## src/rtl/core/calendar_clock_advance_assert.svh

```systemverilog
// Assertion macros for the calendar clock block.
`ifndef CALENDAR_CLOCK_ADVANCE_ASSERT_SVH
`define CALENDAR_CLOCK_ADVANCE_ASSERT_SVH
`ifndef NO_ASSERTIONS
// Same-cycle implication, sampled on clk_i, quiet during reset.
`define CCA_ASSERT_IMPLY(label, ante, cons) \
  label: assert property (@(posedge clk_i) disable iff (!rst_ni) (ante) |-> (cons)) \
    else $error("calendar clock: implication check failed");
// Next-cycle implication.
`define CCA_ASSERT_NEXT(label, ante, cons) \
  label: assert property (@(posedge clk_i) disable iff (!rst_ni) (ante) |=> (cons)) \
    else $error("calendar clock: next-cycle check failed");
`else
`define CCA_ASSERT_IMPLY(label, ante, cons)
`define CCA_ASSERT_NEXT(label, ante, cons)
`endif
`endif

```

## src/rtl/core/cca_pkg.sv

```systemverilog
`timescale 1ns / 1ps
`default_nettype none

package cca_pkg;

  typedef enum logic {
    ReqAdvance = 1'b0,
    ReqSet     = 1'b1
  } req_kind_e;

  // Radices of the carry chain
  localparam logic [6:0]  SecPerMin   = 7'd60;
  localparam logic [6:0]  MinPerHour  = 7'd60;
  localparam logic [6:0]  HourPerDay  = 7'd24;
  localparam logic [6:0]  HourTwoDays = 7'(2 * 24);
  localparam logic [15:0] YearMax     = 16'hFFFF;

  // floor(x / 60) by reciprocal: exact for x < 381300 with shift 24,
  // and for x < 4681 with shift 17
  localparam logic [18:0] Recip60Wide   = 19'd279621;
  localparam int unsigned Recip60WideSh = 24;
  localparam logic [11:0] Recip60Narrow = 12'd2185;
  localparam int unsigned Recip60NarSh  = 17;

  // y divisible by 25 <=> (y * inverse of 25 mod 2^16) <= floor(65535 / 25)
  localparam logic [15:0] Inv25      = 16'd23593;
  localparam logic [15:0] Div25Limit = 16'(65535 / 25);

  localparam logic [3:0] MonJan = 4'd1;
  localparam logic [3:0] MonFeb = 4'd2;
  localparam logic [3:0] MonApr = 4'd4;
  localparam logic [3:0] MonJun = 4'd6;
  localparam logic [3:0] MonSep = 4'd9;
  localparam logic [3:0] MonNov = 4'd11;
  localparam logic [3:0] MonDec = 4'd12;

  typedef struct packed {
    logic [15:0] year;
    logic [3:0]  month;
    logic [4:0]  day;
    logic [4:0]  hour;
    logic [5:0]  minute;
    logic [5:0]  second;
  } clock_state_t;

  // Request after the delta has been split into mixed radix
  typedef struct packed {
    req_kind_e   kind;
    logic [5:0]  sec_add;
    logic [5:0]  min_add;
    logic [5:0]  hour_add;
    logic [4:0]  set_day;
    logic [3:0]  set_month;
    logic [15:0] set_year;
    logic        set_ok;
    logic        set_leap;
  } prep_t;

  function automatic logic [4:0] month_len(input logic [3:0] month, input logic leap);
    logic [4:0] len;
    case (month)
      MonFeb: len = leap ? 5'd29 : 5'd28;
      MonApr, MonJun, MonSep, MonNov: len = 5'd30;
      default: len = 5'd31;
    endcase
    return len;
  endfunction

  // 4/100/400 rule: divisible by 4, and not by 25 unless also by 16
  function automatic logic is_leap(input logic [15:0] year);
    logic [15:0] prod;
    logic        div25;
    prod  = year * Inv25;
    div25 = (prod <= Div25Limit);
    return (year[1:0] == 2'b00) && (!div25 || (year[3:0] == 4'h0));
  endfunction

endpackage

`default_nettype wire

```

## src/rtl/core/calendar_clock_advance.sv

```systemverilog
`timescale 1ns / 1ps
`default_nettype none
// Channel   Direction  Handshake          Payload
// request   in         valid_i / stall_o  req_type_i, delta_seconds_i, set_*_i
// result    out        valid_o / stall_i  cur_*_o, date_ok_o
//
// One request per cycle sustained while the result side does not stall.
// Two reciprocal multiplications split the delta into seconds, minutes
// and hours, each followed by a register.
// Reset clears the clock to 0000-00-00 00:00:00 and empties the pipeline.
// A stalled result holds; empty stages upstream still take requests.

`include "calendar_clock_advance_assert.svh"

module calendar_clock_advance (
  input  logic        clk_i,
  input  logic        rst_ni,
  input  logic        valid_i,
  output logic        stall_o,
  input  logic [0:0]  req_type_i,
  input  logic [16:0] delta_seconds_i,
  input  logic [4:0]  set_day_i,
  input  logic [3:0]  set_month_i,
  input  logic [15:0] set_year_i,
  output logic        valid_o,
  input  logic        stall_i,
  output logic [5:0]  cur_second_o,
  output logic [5:0]  cur_minute_o,
  output logic [4:0]  cur_hour_o,
  output logic [4:0]  cur_day_o,
  output logic [3:0]  cur_month_o,
  output logic [15:0] cur_year_o,
  output logic        date_ok_o
);
  import cca_pkg::*;

  // Pipeline occupancy: input register, first split, second split, result
  logic v0_q, v1_q, v2_q, v3_q;
  logic rdy0, rdy1, rdy2, rdy3;

  // Stage 0: raw request
  req_kind_e   s0_kind_q;
  logic [16:0] s0_delta_q;
  logic [4:0]  s0_day_q;
  logic [3:0]  s0_month_q;
  logic [15:0] s0_year_q;

  // Stage 1: delta split into seconds and whole minutes, set date checked
  req_kind_e   s1_kind_q;
  logic [5:0]  s1_sec_q;
  logic [11:0] s1_quot_q;
  logic [4:0]  s1_day_q;
  logic [3:0]  s1_month_q;
  logic [15:0] s1_year_q;
  logic        s1_ok_q, s1_leap_q;

  // Stage 2: fully split request
  prep_t s2_q;

  // Clock state, which is also the result register
  clock_state_t state_q, state_d;
  logic         leap_q, leap_d;
  logic         ok_q, ok_d;
  logic         next_leap;

  logic [35:0] prod1;
  logic [11:0] quot1;
  logic [17:0] quot1_x60, rem1;
  logic        set_leap, set_ok;
  logic [23:0] prod2;
  logic [5:0]  hours2;
  logic [11:0] hours2_x60, rem2;
  prep_t       s2_d;

  // Each stage moves when the one below is empty or moving on
  assign rdy3    = !v3_q || !stall_i;
  assign rdy2    = !v2_q || rdy3;
  assign rdy1    = !v1_q || rdy2;
  assign rdy0    = !v0_q || rdy1;
  assign stall_o = !rdy0;

  always_ff @(posedge clk_i or negedge rst_ni) begin
    if (!rst_ni) begin
      v0_q <= 1'b0;
      v1_q <= 1'b0;
      v2_q <= 1'b0;
      v3_q <= 1'b0;
    end else begin
      if (rdy0) v0_q <= valid_i;
      if (rdy1) v1_q <= v0_q;
      if (rdy2) v2_q <= v1_q;
      if (rdy3) v3_q <= v2_q;
    end
  end

  always_ff @(posedge clk_i) begin
    if (rdy0 && valid_i) begin
      s0_kind_q  <= req_kind_e'(req_type_i);
      s0_delta_q <= delta_seconds_i;
      s0_day_q   <= set_day_i;
      s0_month_q <= set_month_i;
      s0_year_q  <= set_year_i;
    end
  end

  // Stage 0 -> 1: delta / 60 by reciprocal, remainder by shift-subtract
  always_comb begin
    prod1     = 36'(s0_delta_q) * 36'(Recip60Wide);
    quot1     = 12'(prod1 >> Recip60WideSh);
    quot1_x60 = {quot1, 6'b0} - {4'b0, quot1, 2'b0};
    rem1      = {1'b0, s0_delta_q} - quot1_x60;
    set_leap  = is_leap(s0_year_q);
    set_ok    = (s0_month_q >= MonJan) && (s0_month_q <= MonDec) &&
                (s0_day_q != 5'd0) && (s0_day_q <= month_len(s0_month_q, set_leap));
  end

  always_ff @(posedge clk_i) begin
    if (rdy1 && v0_q) begin
      s1_kind_q  <= s0_kind_q;
      s1_sec_q   <= rem1[5:0];
      s1_quot_q  <= quot1;
      s1_day_q   <= s0_day_q;
      s1_month_q <= s0_month_q;
      s1_year_q  <= s0_year_q;
      s1_ok_q    <= set_ok;
      s1_leap_q  <= set_leap;
    end
  end

  // Stage 1 -> 2: minutes / 60 into hours and minutes
  always_comb begin
    prod2      = 24'(s1_quot_q) * 24'(Recip60Narrow);
    hours2     = 6'(prod2 >> Recip60NarSh);
    hours2_x60 = {hours2, 6'b0} - {4'b0, hours2, 2'b0};
    rem2       = s1_quot_q - hours2_x60;

    s2_d.kind      = s1_kind_q;
    s2_d.sec_add   = s1_sec_q;
    s2_d.min_add   = rem2[5:0];
    s2_d.hour_add  = hours2;
    s2_d.set_day   = s1_day_q;
    s2_d.set_month = s1_month_q;
    s2_d.set_year  = s1_year_q;
    s2_d.set_ok    = s1_ok_q;
    s2_d.set_leap  = s1_leap_q;
  end

  always_ff @(posedge clk_i) begin
    if (rdy2 && v1_q) begin
      s2_q <= s2_d;
    end
  end

  // Leap flag of the following year, ready in case December rolls over
  assign next_leap = is_leap(state_q.year + 16'd1);

  cca_step u_step (
    .state_i     (state_q),
    .leap_i      (leap_q),
    .next_leap_i (next_leap),
    .item_i      (s2_q),
    .state_o     (state_d),
    .leap_o      (leap_d),
    .ok_o        (ok_d)
  );

  // The state is updated only when its result enters the output slot,
  // so the output slot and the state always agree.
  always_ff @(posedge clk_i or negedge rst_ni) begin
    if (!rst_ni) begin
      state_q <= '0;
      leap_q  <= 1'b1;
      ok_q    <= 1'b0;
    end else if (rdy3 && v2_q) begin
      state_q <= state_d;
      leap_q  <= leap_d;
      ok_q    <= ok_d;
    end
  end

  assign valid_o      = v3_q;
  assign cur_second_o = state_q.second;
  assign cur_minute_o = state_q.minute;
  assign cur_hour_o   = state_q.hour;
  assign cur_day_o    = state_q.day;
  assign cur_month_o  = state_q.month;
  assign cur_year_o   = state_q.year;
  assign date_ok_o    = ok_q;

  // Cached leap flag must follow the year
  `CCA_ASSERT_IMPLY(a_leap_tracks_year, 1'b1, leap_q == is_leap(state_q.year))
  // Results stay within the calendar
  `CCA_ASSERT_IMPLY(a_result_range, valid_o,
                    (cur_second_o < 6'd60) && (cur_minute_o < 6'd60) &&
                    (cur_hour_o < 5'd24) && (cur_month_o <= MonDec))
  // A rejected set leaves an all-zero clock
  `CCA_ASSERT_IMPLY(a_reject_clears, valid_o && !date_ok_o,
                    (cur_month_o == 4'd0) && (cur_year_o == 16'd0) && (cur_day_o == 5'd0))
  // State moves only when a request lands in the result slot
  `CCA_ASSERT_NEXT(a_state_hold, !(rdy3 && v2_q), $stable(state_q))

endmodule

`default_nettype wire

```

## src/rtl/core/cca_step.sv

```systemverilog
`timescale 1ns / 1ps
`default_nettype none

module cca_step (
  input  cca_pkg::clock_state_t state_i,
  input  logic                  leap_i,
  input  logic                  next_leap_i,
  input  cca_pkg::prep_t        item_i,
  output cca_pkg::clock_state_t state_o,
  output logic                  leap_o,
  output logic                  ok_o
);
  import cca_pkg::*;

  logic [6:0]  sec_sum, min_sum, hour_sum;
  logic        sec_cy, min_cy;
  logic [1:0]  day_cy;
  logic [5:0]  day_sum, len;
  logic        roll, year_cy, year_inc;
  clock_state_t adv;

  always_comb begin
    adv = state_i;

    sec_sum = 7'(state_i.second) + 7'(item_i.sec_add);
    sec_cy  = (sec_sum >= SecPerMin);
    adv.second = sec_cy ? 6'(sec_sum - SecPerMin) : sec_sum[5:0];

    min_sum = 7'(state_i.minute) + 7'(item_i.min_add) + 7'(sec_cy);
    min_cy  = (min_sum >= MinPerHour);
    adv.minute = min_cy ? 6'(min_sum - MinPerHour) : min_sum[5:0];

    // up to two days of carry for an oversized delta
    hour_sum = 7'(state_i.hour) + 7'(item_i.hour_add) + 7'(min_cy);
    if (hour_sum >= HourTwoDays) begin
      adv.hour = 5'(hour_sum - HourTwoDays);
      day_cy   = 2'd2;
    end else if (hour_sum >= HourPerDay) begin
      adv.hour = 5'(hour_sum - HourPerDay);
      day_cy   = 2'd1;
    end else begin
      adv.hour = hour_sum[4:0];
      day_cy   = 2'd0;
    end

    // day never exceeds 33 here, so one month step is enough
    day_sum  = 6'(state_i.day) + 6'(day_cy);
    len      = 6'(month_len(state_i.month, leap_i));
    roll     = (day_sum > len);
    year_cy  = roll && (state_i.month == MonDec);
    year_inc = year_cy && (state_i.year != YearMax);
    if (roll) begin
      adv.day   = 5'(day_sum - len);
      adv.month = year_cy ? MonJan : state_i.month + 4'd1;
    end else begin
      adv.day = day_sum[4:0];
    end
    if (year_inc) begin
      adv.year = state_i.year + 16'd1;
    end

    if (item_i.kind == ReqSet) begin
      state_o = '0;
      if (item_i.set_ok) begin
        state_o.year  = item_i.set_year;
        state_o.month = item_i.set_month;
        state_o.day   = item_i.set_day;
        leap_o        = item_i.set_leap;
      end else begin
        leap_o = 1'b1;  // year zero is a leap year
      end
      ok_o = item_i.set_ok;
    end else begin
      state_o = adv;
      leap_o  = year_inc ? next_leap_i : leap_i;
      ok_o    = 1'b1;
    end
  end

endmodule

`default_nettype wire

```

## config.mk

```make
export PLATFORM = sky130hd
export DESIGN_NAME = calendar_clock_advance
export DESIGN_NICKNAME = d
export VERILOG_FILES = /design/src/rtl/core/cca_pkg.sv /design/src/rtl/core/calendar_clock_advance.sv /design/src/rtl/core/cca_step.sv
export VERILOG_INCLUDE_DIRS = /design/src /design/src/rtl/core
export SDC_FILE = /design/constraint.sdc
export NUM_CORES = 1
export LEC_CHECK = 0
export BUFFER_PORTS_ARGS = -buffer_cell sky130_fd_sc_hd__buf_2
export CAP_MARGIN = 40
export CORE_ASPECT_RATIO = 0.7
export CORE_MARGIN = 1
export CORE_UTILIZATION = 45
export CTS_BUF_LIST = sky130_fd_sc_hd__clkbuf_4
export CTS_CLUSTER_DIAMETER = 100
export DETAILED_ROUTE_END_ITERATION = 10
export PLACE_DENSITY_LB_ADDON = 0.05
export SLEW_MARGIN = 20
export SYNTH_ARGS = -nofsm -noshare
export SYNTH_HDL_FRONTEND = slang
export SYNTH_SLANG_ARGS = --single-unit
```

## constraint.sdc

```tcl
create_clock -name clk_i -period 10.1 [get_ports clk_i]
set_input_delay 1.01 -clock clk_i [delete_from_list [all_inputs] [get_ports clk_i]]
set_output_delay 1.01 -clock clk_i [all_outputs]
set_load 0.02 [all_outputs]
```

==> out/metrics.yaml <==
run_status: "finished, final reports clean"
drive_gt1_share_pct: 10.24
die_width_um: 226.2
insertion_delay_ns: 0.61
min_period_ns: 9.359
yosys_warnings: 0
postSynthAreaPerCell_um2: 10.82
worstSetupStartpointType: "flop"
route.detailed.drc: 0
synth.distinct_cells: 79
design.die.area_mm2: 0.03595
clock_tree.root_cell: "clkbuf_4"
maximum_cell_stage_delay_along_the_critical_path_ns: 0.48
tritoncts_num_sinks: 183
worst_setup_path_end_kind: "flop"
global_route_wire_length_before_repair_um: 56450
floorplan.die.height_um: 158.9
drt-total-wl_um: 34420
timing.critical_path.required_ns: 10.63
rsz0062_at_grt: "false"
detail-route-antenna-nets: 0
core-area_mm2: 0.03466
detailroute.via_count: 10270
finalHoldViolations: 0
fin_skew_ns: 0.02942
detailedRoute.firstPassIterationCount: 6
maxSlewViolCount: 0
mappedNetlistArea_mm2: 0.01583
finalSetupViolations: 0
slowest_stage: "fa_1"
initial_core_util_pct: 45.68
worst-setup-path-type: "flop to flop"
tritoncts_clock_tree: "yes"
critical_path.most_common_cell: "fa_1"
clock_path_buffers: 2
number_of_antenna_violations_at_the_first_check_in_global_routing: 3
placementRows: 57
min_period_over_period_pct: 92.66
crit_buf_inv: 5
number_of_global_route_vias_before_repair: 10100
max-cap-violations: 0
cts-htree-levels: 4
holdCritPathClass: "flop to flop"
cts.hold.buffers_added: 0
synth_sequential_area_ratio_pct: 33.20
clk_transition_reported_paths_ns: 0.16
synth_area_leader_cell: "ha_1"
critical_path_maximum_fanout: 34
netlist_instances: 1463
syn_nets: 1924
finalNetCount: 2020
final-instance-count-excl-fill: 2046
dp.cells: 2009
grt_remaining_overflow: 0
arrival_ns: 9.88
finalWeightedCongestion: 0.8419
half_perimeter_wire_length_after_detailed_placement_um: 27670
synth.top_cells.by_area: "ha_1 26%, edfxtp_1 26%, fa_1 11%"
finalSetupTns_ns: 0
flow.area_growth_from_synthesis_pct: 8.456
drt_iter0_markers: 593
design.portCount: 92
fillers: 3203
synth-edff-count: 135
grt_start_max_net_pins: 49
grt.total_usage_pct: 20.34
postSynthRegisterBits: 183
routed_via_density: 5.020
max-slew-margin-rel_pct: 44.59
io_buffer_count: 91
tritoncts.num_buffers: 17
routed_wire_length_per_instance_um: 16.82
worst-slew-pin-transition_ns: 0.8252
max_freq_ghz: 0.1069
async_reset_ff_share_pct: 26.23
cpLargestDelayFamily: "adder cells"
post-synth-top-area-fraction_pct: 25.92
synth-main-ff-cell: "edfxtp_1"
==> synth_stat cells (all sizes together), types with 3 or more instances <==
cell       n
ha       328
inv      284
edfxtp   135
fa        86
a21oi     67
nor2      59
xnor2     58
nand2     52
dfrtp     47
o21ai     46
nand3     32
clkbuf    21
a21o      18
xor2      18
nor2b     15
nor3      14
and3      13
a211oi    12
nand2b     9
a22oi      8
mux2i      8
nor4       8
o211ai     8
a31oi      7
and2       7
nand4      7
or3        6
a21boi     5
a31o       5
and4       5
buf        5
nor3b      5
or2        5
a2111oi    4
o21bai     4
o221a      4
xnor3      4
nand3b     3
nor4b      3
o31a       3
o41ai      3
==> cell usage in the layout, fill, tap and decap left out, types with 9 or more instances in the layout <==
master | synthesis | layout
nor2b_1 | 15 | 14
o21ai_0 | 44 | 44
clkbuf_4 | 0 | 18
ha_1 | 328 | 328
buf_4 | 1 | 10
buf_2 | 3 | 91
fa_1 | 86 | 86
dfrtp_1 | 47 | 47
nand2b_1 | 9 | 9
nor3_1 | 13 | 13
inv_1 | 284 | 284
a211oi_1 | 12 | 12
nand3_1 | 32 | 32
nor2_1 | 59 | 59
xnor2_1 | 58 | 58
and3_1 | 11 | 11
nand2_1 | 52 | 51
a21o_1 | 18 | 18
a21oi_1 | 66 | 65
xor2_1 | 18 | 17
edfxtp_1 | 135 | 135
==> final cells by class <==
type | count | area, um^2 | share of cell area, %
inverter | 284 | 1066 | 6.209
sequential | 183 | 5256 | 30.61
antenna | 2 | 5.005 | 0.02915
clock buffer | 18 | 135.1 | 0.7870
timing repair buffer | 103 | 565.5 | 3.294
multi-input combinational | 970 | 9427 | 54.90
tap | 472 | 590.6 | 3.439
clock inverter | 14 | 125.1 | 0.7287
==> final timing paths <==
check / start / endpoint / slack, ns / depth (start not counted)
setup / recovery: cur_second_o[0]$_DFFE_PN0P_ / cur_year_o[12]$_DFFE_PN0P_ / 0.74 / 40
hold / removal: s1_day_q[4]$_DFFE_PP_ / s2_q[26]$_DFFE_PP_ / 0.44 / 0
setup reg to reg: cur_second_o[0]$_DFFE_PN0P_ / cur_year_o[12]$_DFFE_PN0P_ / 0.74 / 40
hold reg to reg: s1_day_q[4]$_DFFE_PP_ / s2_q[26]$_DFFE_PP_ / 0.44 / 0
max in group asynchronous: rst_ni / v0_q$_DFFE_PN0N_ / 9.15 / 2
min in group asynchronous: rst_ni / cur_month_o[1]$_DFFE_PN0P_ / 0.50 / 2
==> registers in the layout, summed over array words and instances, names as in the netlist, 4 cells and up <==
register and cells:
cur_day_o 5, cur_hour_o 5, cur_minute_o 6, cur_month_o 4, cur_second_o 6, cur_year_o 16, s0_day_q 5, s0_delta_q 17
s0_month_q 4, s0_year_q 16, s1_day_q 5, s1_month_q 4, s1_quot_q 12, s1_sec_q 6, s1_year_q 16, s2_q 46
==> repair_timing <==
item | 4_1_cts | 5_1_grt
gates resized for setup | 0 | 3
setup endpoints to repair | 0 | 21
setup buffers | 0 | 2
==> cell families (layout without fill, tap and decap cells) <==
family                     after synthesis  in the layout  share of synthesized area [%]
muxes                                    8              8                         0.5058
adders and majority gates              415            415                          36.86
xor gates and xnor gates                80             80                          4.774
buffers and inverters                  310            419                          7.405
DFF                                    183            183                          33.20
and+or+nand+nor                        249            249                          8.125
other                                    0              2                              0
AOI/OAI and AO/OA                      218            218                          9.129
==> worst reg2reg max path: cells and delay by family (launching register included) <==
family / cells / cell delay (ns)
compound gates: 13 / 2.44
xor+xnor: 2 / 0.38
fa+ha+maj: 11 / 3.77
buf+inv: 5 / 0.53
flops: 1 / 0.40
simple gates: 9 / 1.80
==> routing by layer <==
metal / GRT usage, % / up-vias / part of all wire (%)
met5: 0 / - / 0.029
met4: 2.948 / 2 / 0.45
met3: 3.285 / 13 / 3.3
met2: 26.51 / 159 / 38
met1: 34.78 / 4848 / 58
li1: - / 5248 / -
==> per-stage QoR <==
step                instance area, um^2  hold slack (ns)  utilization, %  setup slack, ns
global placement                  16840           0.4012           48.59           0.6924
global route                      17170           0.4477           49.53          0.08373
floorplan                         15830           0.4003               -            1.202
CTS                               17120           0.4369           49.40           0.4042
finish                            17170           0.4357           49.54           0.7414
detailed placement                16860           0.4045           48.65           0.4689
Power is left out: the tool's default activity adds up to more than one toggle a clock period on the data nets, which glitch-free logic cannot reach.
